==> src/rtl/core/rra_pkg.sv <==
// Shared types and constants for the rounded rectangle antialiasing pixel block.
package rra_pkg;

  localparam int PIX_W   = 11;  // pixel coordinate width
  localparam int DIM_W   = 12;  // rectangle side register width
  localparam int RAD_W   = 11;  // corner radius register width
  localparam int CH_W    = 8;   // color channel width
  localparam int CFG_W   = 12;  // config write data width
  localparam int ADDR_W  = 3;   // config register index width
  localparam int RAD_MAX = (1 << RAD_W) - 1;

  typedef enum logic [ADDR_W-1:0] {
    REG_WIDTH  = 3'd0,
    REG_HEIGHT = 3'd1,
    REG_RADIUS = 3'd2,
    REG_RED    = 3'd3,
    REG_GREEN  = 3'd4,
    REG_BLUE   = 3'd5,
    REG_ALPHA  = 3'd6
  } rra_reg_e;

  localparam logic [DIM_W-1:0] RST_WIDTH  = 12'd64;
  localparam logic [DIM_W-1:0] RST_HEIGHT = 12'd32;
  localparam logic [RAD_W-1:0] RST_RADIUS = 11'd10;
  localparam logic [CH_W-1:0]  RST_COLOR  = 8'd50;
  localparam logic [CH_W-1:0]  RST_ALPHA  = 8'd255;

  typedef struct packed {
    logic valid;
    logic in_rect;
  } rra_ctrl_t;

endpackage

==> src/rtl/core/rra_cover.sv <==
// Four-stage subsample coverage pipeline: scaled coordinates, corner distances, squares, test.
module rra_cover #(
  parameter int SUPERSAMPLE = 3,
  parameter int MAX_SIDE    = 2048
) (
  input  logic                                        clk_i,
  input  logic                                        rst_ni,
  input  logic                                        valid_i,
  input  logic [rra_pkg::PIX_W-1:0]                   pixel_x_i,
  input  logic [rra_pkg::PIX_W-1:0]                   pixel_y_i,
  input  logic [$clog2(MAX_SIDE+1)-1:0]               side_w_i,
  input  logic [$clog2(MAX_SIDE+1)-1:0]               side_h_i,
  input  logic [rra_pkg::RAD_W-1:0]                   corner_radius_i,
  output rra_pkg::rra_ctrl_t                          ctrl_o,
  output logic [SUPERSAMPLE*SUPERSAMPLE-1:0]          cover_o
);
  import rra_pkg::*;

  localparam int SIDE_W = $clog2(MAX_SIDE + 1);
  localparam int D_W    = $clog2((MAX_SIDE + RAD_MAX) * SUPERSAMPLE + 2);
  localparam int RS_W   = $clog2(RAD_MAX * SUPERSAMPLE + 1);
  localparam int SQ_W   = 2 * RS_W;
  localparam int SUM_W  = SQ_W + 1;

  // scaled distance past the inner corner-circle center; left/top wins
  function automatic logic [RS_W-1:0] corner_dist(input logic [D_W-1:0] s,
                                                  input logic [D_W-1:0] side,
                                                  input logic [D_W-1:0] r);
    logic [D_W-1:0] d;
    if (s < r) begin
      d = r - s;
    end else if (s + r >= side) begin
      d = s + r + D_W'(1) - side;
    end else begin
      d = '0;
    end
    return d[RS_W-1:0];
  endfunction

  logic [D_W-1:0]  sw, sh, sr;
  logic [RS_W-1:0] sr_n;

  assign sw   = D_W'(side_w_i) * D_W'(SUPERSAMPLE);
  assign sh   = D_W'(side_h_i) * D_W'(SUPERSAMPLE);
  assign sr   = D_W'(corner_radius_i) * D_W'(SUPERSAMPLE);
  assign sr_n = sr[RS_W-1:0];

  rra_ctrl_t       ctrl1_d, ctrl1_q, ctrl2_q, ctrl3_q, ctrl4_q;
  logic [D_W-1:0]  sx_q [SUPERSAMPLE];
  logic [D_W-1:0]  sy_q [SUPERSAMPLE];
  logic [RS_W-1:0] dx_q [SUPERSAMPLE];
  logic [RS_W-1:0] dy_q [SUPERSAMPLE];
  logic [SQ_W-1:0] qx_q [SUPERSAMPLE];
  logic [SQ_W-1:0] qy_q [SUPERSAMPLE];
  logic [SQ_W-1:0] sr2_q;
  logic [SUPERSAMPLE*SUPERSAMPLE-1:0] cover_d, cover_q;

  always_comb begin
    ctrl1_d.valid   = valid_i;
    ctrl1_d.in_rect = (SIDE_W'(0) != side_w_i) &&
                      (32'(pixel_x_i) < 32'(side_w_i)) &&
                      (32'(pixel_y_i) < 32'(side_h_i));
  end

  always_comb begin
    for (int j = 0; j < SUPERSAMPLE; j++) begin
      for (int i = 0; i < SUPERSAMPLE; i++) begin
        cover_d[j*SUPERSAMPLE+i] = (SUM_W'(qx_q[i]) + SUM_W'(qy_q[j])) <= SUM_W'(sr2_q);
      end
    end
  end

  always_ff @(posedge clk_i or negedge rst_ni) begin
    if (!rst_ni) begin
      ctrl1_q <= '0;
      ctrl2_q <= '0;
      ctrl3_q <= '0;
      ctrl4_q <= '0;
    end else begin
      ctrl1_q <= ctrl1_d;
      ctrl2_q <= ctrl1_q;
      ctrl3_q <= ctrl2_q;
      ctrl4_q <= ctrl3_q;
    end
  end

  always_ff @(posedge clk_i) begin
    for (int k = 0; k < SUPERSAMPLE; k++) begin
      sx_q[k] <= D_W'(pixel_x_i) * D_W'(SUPERSAMPLE) + D_W'(k);
      sy_q[k] <= D_W'(pixel_y_i) * D_W'(SUPERSAMPLE) + D_W'(k);
      dx_q[k] <= corner_dist(sx_q[k], sw, sr);
      dy_q[k] <= corner_dist(sy_q[k], sh, sr);
      qx_q[k] <= SQ_W'(dx_q[k]) * SQ_W'(dx_q[k]);
      qy_q[k] <= SQ_W'(dy_q[k]) * SQ_W'(dy_q[k]);
    end
    sr2_q   <= SQ_W'(sr_n) * SQ_W'(sr_n);
    cover_q <= cover_d;
  end

  assign ctrl_o  = ctrl4_q;
  assign cover_o = cover_q;

endmodule

==> src/rtl/core/rounded_rect_antialias_pixel.sv <==
// Top level of the antialiased rounded rectangle pixel block.
// Usage: a pixel (pixel_x_i, pixel_y_i) is taken at every rising edge where
// start_i is high and busy_o is low; busy_o is always low, so one pixel can
// be issued every clock. The pixel is cut into SUPERSAMPLE x SUPERSAMPLE
// subsamples, each tested against the scaled corner circles in parallel.
// Its RGBA color appears on red_out_o/green_out_o/blue_out_o/alpha_out_o
// with done_o high for one cycle, once it has passed the whole pipeline;
// results leave in issue order, one per clock at most. Pipeline: scaled
// coordinates, corner distances, squares, circle test, coverage times
// fill, divide by the subsample count through a constant reciprocal multiply.
// Pixels outside the rectangle come out as all zeros.
// Config: cfg_we_i writes cfg_wdata_i into the register selected by
// cfg_addr_i (width, height, radius, red, green, blue, alpha); unknown
// indices are dropped. Write only while no pixel is in flight.
// Reset empties the pipeline and loads the default geometry and colors.
// The receiver cannot stall: results must be taken when done_o is high.
module rounded_rect_antialias_pixel #(
  parameter int SUPERSAMPLE = 3,
  parameter int MAX_SIDE    = 2048
) (
  input  logic                         clk_i,
  input  logic                         rst_ni,
  input  logic                         start_i,
  output logic                         busy_o,
  input  logic [rra_pkg::PIX_W-1:0]    pixel_x_i,
  input  logic [rra_pkg::PIX_W-1:0]    pixel_y_i,
  input  logic                         cfg_we_i,
  input  logic [rra_pkg::ADDR_W-1:0]   cfg_addr_i,
  input  logic [rra_pkg::CFG_W-1:0]    cfg_wdata_i,
  output logic                         done_o,
  output logic [rra_pkg::CH_W-1:0]     red_out_o,
  output logic [rra_pkg::CH_W-1:0]     green_out_o,
  output logic [rra_pkg::CH_W-1:0]     blue_out_o,
  output logic [rra_pkg::CH_W-1:0]     alpha_out_o
);
  import rra_pkg::*;

  localparam int SIDE_W  = $clog2(MAX_SIDE + 1);
  localparam int AREA    = SUPERSAMPLE * SUPERSAMPLE;
  localparam int CNT_W   = $clog2(AREA + 1);
  localparam int PROD_W  = CNT_W + CH_W;
  localparam int SHIFT   = PROD_W + 5;
  localparam int RECIP   = ((1 << SHIFT) + AREA - 1) / AREA;
  localparam int RECIP_W = SHIFT + 1;
  localparam int QUO_W   = PROD_W + RECIP_W;

  logic [DIM_W-1:0] rect_width_q, rect_height_q;
  logic [RAD_W-1:0] corner_radius_q;
  logic [CH_W-1:0]  fill_q [4];

  always_ff @(posedge clk_i or negedge rst_ni) begin
    if (!rst_ni) begin
      rect_width_q    <= RST_WIDTH;
      rect_height_q   <= RST_HEIGHT;
      corner_radius_q <= RST_RADIUS;
      fill_q[0]       <= RST_COLOR;
      fill_q[1]       <= RST_COLOR;
      fill_q[2]       <= RST_COLOR;
      fill_q[3]       <= RST_ALPHA;
    end else if (cfg_we_i) begin
      case (rra_reg_e'(cfg_addr_i))
        REG_WIDTH:  rect_width_q    <= cfg_wdata_i[DIM_W-1:0];
        REG_HEIGHT: rect_height_q   <= cfg_wdata_i[DIM_W-1:0];
        REG_RADIUS: corner_radius_q <= cfg_wdata_i[RAD_W-1:0];
        REG_RED:    fill_q[0]       <= cfg_wdata_i[CH_W-1:0];
        REG_GREEN:  fill_q[1]       <= cfg_wdata_i[CH_W-1:0];
        REG_BLUE:   fill_q[2]       <= cfg_wdata_i[CH_W-1:0];
        REG_ALPHA:  fill_q[3]       <= cfg_wdata_i[CH_W-1:0];
        default: ;
      endcase
    end
  end

  // sides saturate at MAX_SIDE
  logic [SIDE_W-1:0] side_w, side_h;

  always_comb begin
    if (32'(rect_width_q) > 32'(MAX_SIDE)) begin
      side_w = SIDE_W'(MAX_SIDE);
    end else begin
      side_w = SIDE_W'(rect_width_q);
    end
    if (32'(rect_height_q) > 32'(MAX_SIDE)) begin
      side_h = SIDE_W'(MAX_SIDE);
    end else begin
      side_h = SIDE_W'(rect_height_q);
    end
  end

  rra_ctrl_t        cov_ctrl;
  logic [AREA-1:0]  cover_bits;

  rra_cover #(
    .SUPERSAMPLE (SUPERSAMPLE),
    .MAX_SIDE    (MAX_SIDE)
  ) u_cover (
    .clk_i           (clk_i),
    .rst_ni          (rst_ni),
    .valid_i         (start_i && !busy_o),
    .pixel_x_i       (pixel_x_i),
    .pixel_y_i       (pixel_y_i),
    .side_w_i        (side_w),
    .side_h_i        (side_h),
    .corner_radius_i (corner_radius_q),
    .ctrl_o          (cov_ctrl),
    .cover_o         (cover_bits)
  );

  // coverage count, forced to zero outside the rectangle
  logic [CNT_W-1:0] count;

  always_comb begin
    count = '0;
    for (int k = 0; k < AREA; k++) begin
      count = count + CNT_W'(cover_bits[k]);
    end
    if (!cov_ctrl.in_rect) begin
      count = '0;
    end
  end

  logic              valid5_q, done_q;
  logic [PROD_W-1:0] prod_q [4];
  logic [QUO_W-1:0]  quo    [4];
  logic [CH_W-1:0]   chan_q [4];

  always_comb begin
    for (int c = 0; c < 4; c++) begin
      quo[c] = QUO_W'(prod_q[c]) * QUO_W'(RECIP);
    end
  end

  always_ff @(posedge clk_i or negedge rst_ni) begin
    if (!rst_ni) begin
      valid5_q <= 1'b0;
      done_q   <= 1'b0;
    end else begin
      valid5_q <= cov_ctrl.valid;
      done_q   <= valid5_q;
    end
  end

  always_ff @(posedge clk_i) begin
    for (int c = 0; c < 4; c++) begin
      prod_q[c] <= PROD_W'(count) * PROD_W'(fill_q[c]);
      chan_q[c] <= quo[c][SHIFT +: CH_W];
    end
  end

  assign busy_o      = 1'b0;
  assign done_o      = done_q;
  assign red_out_o   = chan_q[0];
  assign green_out_o = chan_q[1];
  assign blue_out_o  = chan_q[2];
  assign alpha_out_o = chan_q[3];

endmodule

==> config.mk <==
export PLATFORM = sky130hd
export DESIGN_NAME = rounded_rect_antialias_pixel
export DESIGN_NICKNAME = d
export VERILOG_FILES = /design/src/rtl/core/rra_pkg.sv /design/src/rtl/core/rra_cover.sv /design/src/rtl/core/rounded_rect_antialias_pixel.sv
export SDC_FILE = /design/constraint.sdc
export NUM_CORES = 2
export LEC_CHECK = 0
export BUFFER_PORTS_ARGS = -buffer_cell sky130_fd_sc_hd__clkbuf_2
export CAP_MARGIN = 20
export CORE_MARGIN = 1.5
export CORE_UTILIZATION = 40
export CTS_CLUSTER_SIZE = 14
export DETAILED_ROUTE_END_ITERATION = 8
export GPL_TIMING_DRIVEN = 0
export PLACE_DENSITY_LB_ADDON = 0.3
export SLEW_MARGIN = 20
export SYNTH_ARGS = -nofsm -noshare
export SYNTH_HDL_FRONTEND = slang
export SYNTH_SLANG_ARGS = --single-unit
==> constraint.sdc <==
create_clock -name clk_i -period 16.45 [get_ports clk_i]
set_clock_uncertainty 0.15 [all_clocks]
set_input_delay 1.645 -clock clk_i [delete_from_list [all_inputs] [get_ports clk_i]]
set_output_delay 1.645 -clock clk_i [all_outputs]
set_load 0.01 [all_outputs]
==> results_dict.tcl <==
set metrics [dict create \
    status "complete, no violations" \
    synth-main-ff-cell "sky130_fd_sc_hd__dfxtp_1" \
    global_route_wire_length_before_repair_um 362000 \
    startpoint_type "flop" \
    worst_pin_slew_ns 1.19 \
    clock_insertion_delay_worst_skew_ns 0.72 \
    worst_hold_path_type "reg -> reg" \
    drive_gt1_frac 0.0404 \
    area_growth_pct 7.78 \
    startpoint_of_the_worst_register_to_register_path "corner_radius_q[0]" \
    fin_nets 12081 \
    placeableCoreArea_um2 210000 \
    rsz_0062_raised_after_global_routing "false" \
    netlist_instances 9253 \
    die_width_um 463 \
    cts-root-buf "sky130_fd_sc_hd__clkbuf_16" \
    first_pass_iters 6 \
    post_cts.repair.setup_buffers 0 \
    hold_bufs_inserted_after_cts 0 \
    reg2regPathDepth 31 \
    dieHeight_um 463 \
    critical_path_depth 31 \
    layout_worst_path_cycle_share 0.594 \
    floorplan.initialDensity 0.403 \
    yosys.area_share.xor_xnor 0.0746 \
    total_clock_buffers_created_by_cts 68 \
    htree_num_levels 3 \
    port_buffers 71 \
    final_max_slew_viol_count 0 \
    synth.avg_cell_area_um2 9.13 \
    gr-total-overflow 0 \
    path_clk_slew_ns 0.06 \
    synth_top_area_share 0.256 \
    setup_slack_of_the_most_critical_reg_to_reg_path_ns 6.68 \
    via_count_of_the_first_global_routing_pass 66043 \
    max_cap_viol_count 0 \
    max_clock_freq_mhz 102 \
    register_area_um2 10400 \
    hold_start "u_cover.ctrl2_q[0]" \
    tns_ns 0 \
    antenna_found_initial 20 \
    crit_path_top_delay_cell "sky130_fd_sc_hd__clkinv_1" \
    whs_endpoint "u_cover.ctrl3_q[0]" \
    cells_resized_by_post_cts_repair 0 \
    multiInputGateArea_um2 67800 \
    post_synth_mux_area_share 0.0104 \
    finalWirelength_um 229000 \
    finalWeightedCongestion 0.922 \
    synth_compound_area_frac 0.134 \
    ant_nets 0 \
    critPathLaunch "corner_radius_q[0]" \
    post_synth_main_area_contributors "sky130_fd_sc_hd__ha_1 (26%), sky130_fd_sc_hd__fa_1 (21%), sky130_fd_sc_hd__dfxtp_1 (10%)" \
    timing.critical_path.slowest_cell_delay_ns 0.93 \
    synthAdderAreaFrac 0.470 \
    route.detailed.vias_per_inst 5.22 \
    relSlewSlack 0.199 \
    synth_top_family_by_area "adder cells" \
    critical-path-top-delay-family "adder cells" \
    synth_area_leader_cell "sky130_fd_sc_hd__ha_1" \
    design.die.area_um2 214000 \
    min_path_cells 0 \
    ys_ff_latch 499 \
    cts_tree "done" \
    synth.yosys.seq_area_share 0.123 \
    worst-path-max-fanout 15 \
    clkSinkCount 499 \
    grt_util_all_layers 0.214 \
    cts_max_path_buffers 3 \
    worst_ep_arrival_time_ns 10.22 \
    final_period_minus_worst_setup_slack_ns 9.77 \
    timing.critical_path.to_type "flop" \
    detailedPlacementHpwl_um 195000 \
    std_cell_rows 168 \
    timing.setup.critical_path_class "reg -> reg" \
    synth.cell_area_um2 84500 \
    netlist-cell-type-count 94 \
    detail_route.wl_per_cell_um 18.6 \
    route.vias.total 64015 \
    drt_first_iter_violations 3724 \
    yosysWarningCount 0 \
    post_synth_and_or_nand_nor_area_fraction 0.112 \
    drc_errors 0 \
    num_io_pins 75 \
    grt_max_degree 40 \
    timing.final.setup_violations 0 \
    fillers 20471 \
    final_hold_viol_count 0 \
    number_of_flops_mapped_to_enable_cells_by_yosys 0 \
    synth-async-reset-ratio 0.154 \
    timing.critical_path.required_ns 16.90 \
    worst-path-buf-inv 6 \
    crit-reg2reg-capture "u_cover.sr2_q[25]" \
]
## how the worst max path moves through the flow
stage	endpoint	slack, ns
after floorplan	u_cover.sr2_q[25]	7.93
after global placement	u_cover.sr2_q[25]	4.35
after detailed placement	u_cover.sr2_q[25]	6.52
after CTS	u_cover.sr2_q[25]	6.52
after global routing	u_cover.sr2_q[25]	6.09
final	u_cover.sr2_q[25]	6.68
## cell families (layout without fill, tap and decap cells)
logic type	count (synthesis)	in the layout
compound gates	1747	1747
xor+xnor	716	716
fa+ha+maj	2631	2631
buf+inv	1688	1897
flops	499	499
mux	79	79
other cells	1	6
simple gates	1892	1892
## cell usage after synthesis (all sizes together) (11+ instances only)
library cell and n:
a22o 51, dfxtp 422, nand2 480, a21boi 17
and2 358, nand2b 102, o22ai 27, and3 66
a21oi 583, o21a 85, ha 1728, clkbuf 140
a31oi 50, a211oi 29, a221oi 12, xnor2 497
or2 21, inv 1537, a2111oi 14, dfstp 21
nor3b 12, o211ai 24, a311oi 11, o21bai 138
dfrtp 56, nor2b 127, mux2 71, nand4b 11
a21o 279, nor4 19, a31o 15, nor3 90
or3 16, xor2 219, a221o 12, o21ai 278
nand4 64, o31ai 15, nand3 83, fa 903
o2111ai 12, nor2 413
## flip-flops by register name, indices dropped and copies added (netlist names), 39 cells and up
name,flops
u_cover.dx_q,39
u_cover.sy_q,40
u_cover.qy_q,75
prod_q,48
u_cover.qx_q,75
u_cover.dy_q,39
u_cover.sx_q,40
## per-layer routing
metal | track usage | vias to the layer above | wire, um
met2 | 0.350 | 1422 | 103000
met5 | 0 | - | 100
met3 | 0.0271 | 377 | 11500
met4 | 0.0756 | 16 | 8540
met1 | 0.289 | 31123 | 105000
li1 | - | 31077 | -
## layout make-up
type                            instances  area share
Clock buffer                           86      0.0203
Timing Repair Buffer                   84     0.00603
Antenna cell                            3   0.0000825
Multi-Input combinational cell       7068       0.745
Sequential cell                       499       0.114
Inverter                             1541      0.0635
Buffer                                147     0.00613
Tap cell                             2805      0.0385
Clock inverter                         39     0.00614
## through the flow
| step | instance area [um^2] | cells | worst slack (ns) | util | hold WS, ns |
|---|---|---|---|---|---|
| 3_5_place_dp | 88600 | 12144 | 6.52 | 0.422 | 0.187 |
| 4_1_cts | 91000 | 12269 | 6.52 | 0.434 | 0.205 |
| 6_report | 91100 | 12272 | 6.68 | 0.434 | 0.204 |
| 3_3_place_gp | 88400 | 12131 | 4.35 | 0.421 | 0.182 |
| 5_1_grt | 91000 | 12269 | 6.09 | 0.434 | 0.206 |
| 2_1_floorplan | 84500 | 9255 | 7.93 | - | 0.181 |
## layout by cell type (no fill, tap or decap), types with 56 or more instances in the layout
cell / instances
sky130_fd_sc_hd__a21o_1: 278
sky130_fd_sc_hd__a21oi_1: 579
sky130_fd_sc_hd__and2_1: 358
sky130_fd_sc_hd__and3_1: 66
sky130_fd_sc_hd__clkbuf_1: 150
sky130_fd_sc_hd__clkbuf_16: 68
sky130_fd_sc_hd__clkbuf_2: 70
sky130_fd_sc_hd__dfrtp_1: 56
sky130_fd_sc_hd__dfxtp_1: 422
sky130_fd_sc_hd__fa_1: 903
sky130_fd_sc_hd__ha_1: 1728
sky130_fd_sc_hd__inv_1: 1535
sky130_fd_sc_hd__mux2_2: 71
sky130_fd_sc_hd__nand2_1: 480
sky130_fd_sc_hd__nand2b_1: 102
sky130_fd_sc_hd__nand3_1: 82
sky130_fd_sc_hd__nand4_1: 64
sky130_fd_sc_hd__nor2_1: 412
sky130_fd_sc_hd__nor2b_1: 127
sky130_fd_sc_hd__nor3_1: 89
sky130_fd_sc_hd__o21a_1: 85
sky130_fd_sc_hd__o21ai_0: 268
sky130_fd_sc_hd__o21bai_1: 138
sky130_fd_sc_hd__xnor2_1: 489
sky130_fd_sc_hd__xor2_1: 217
Power is left out: the tool's default activity adds up to more than one toggle a clock period on the data nets, which glitch-free logic cannot reach.
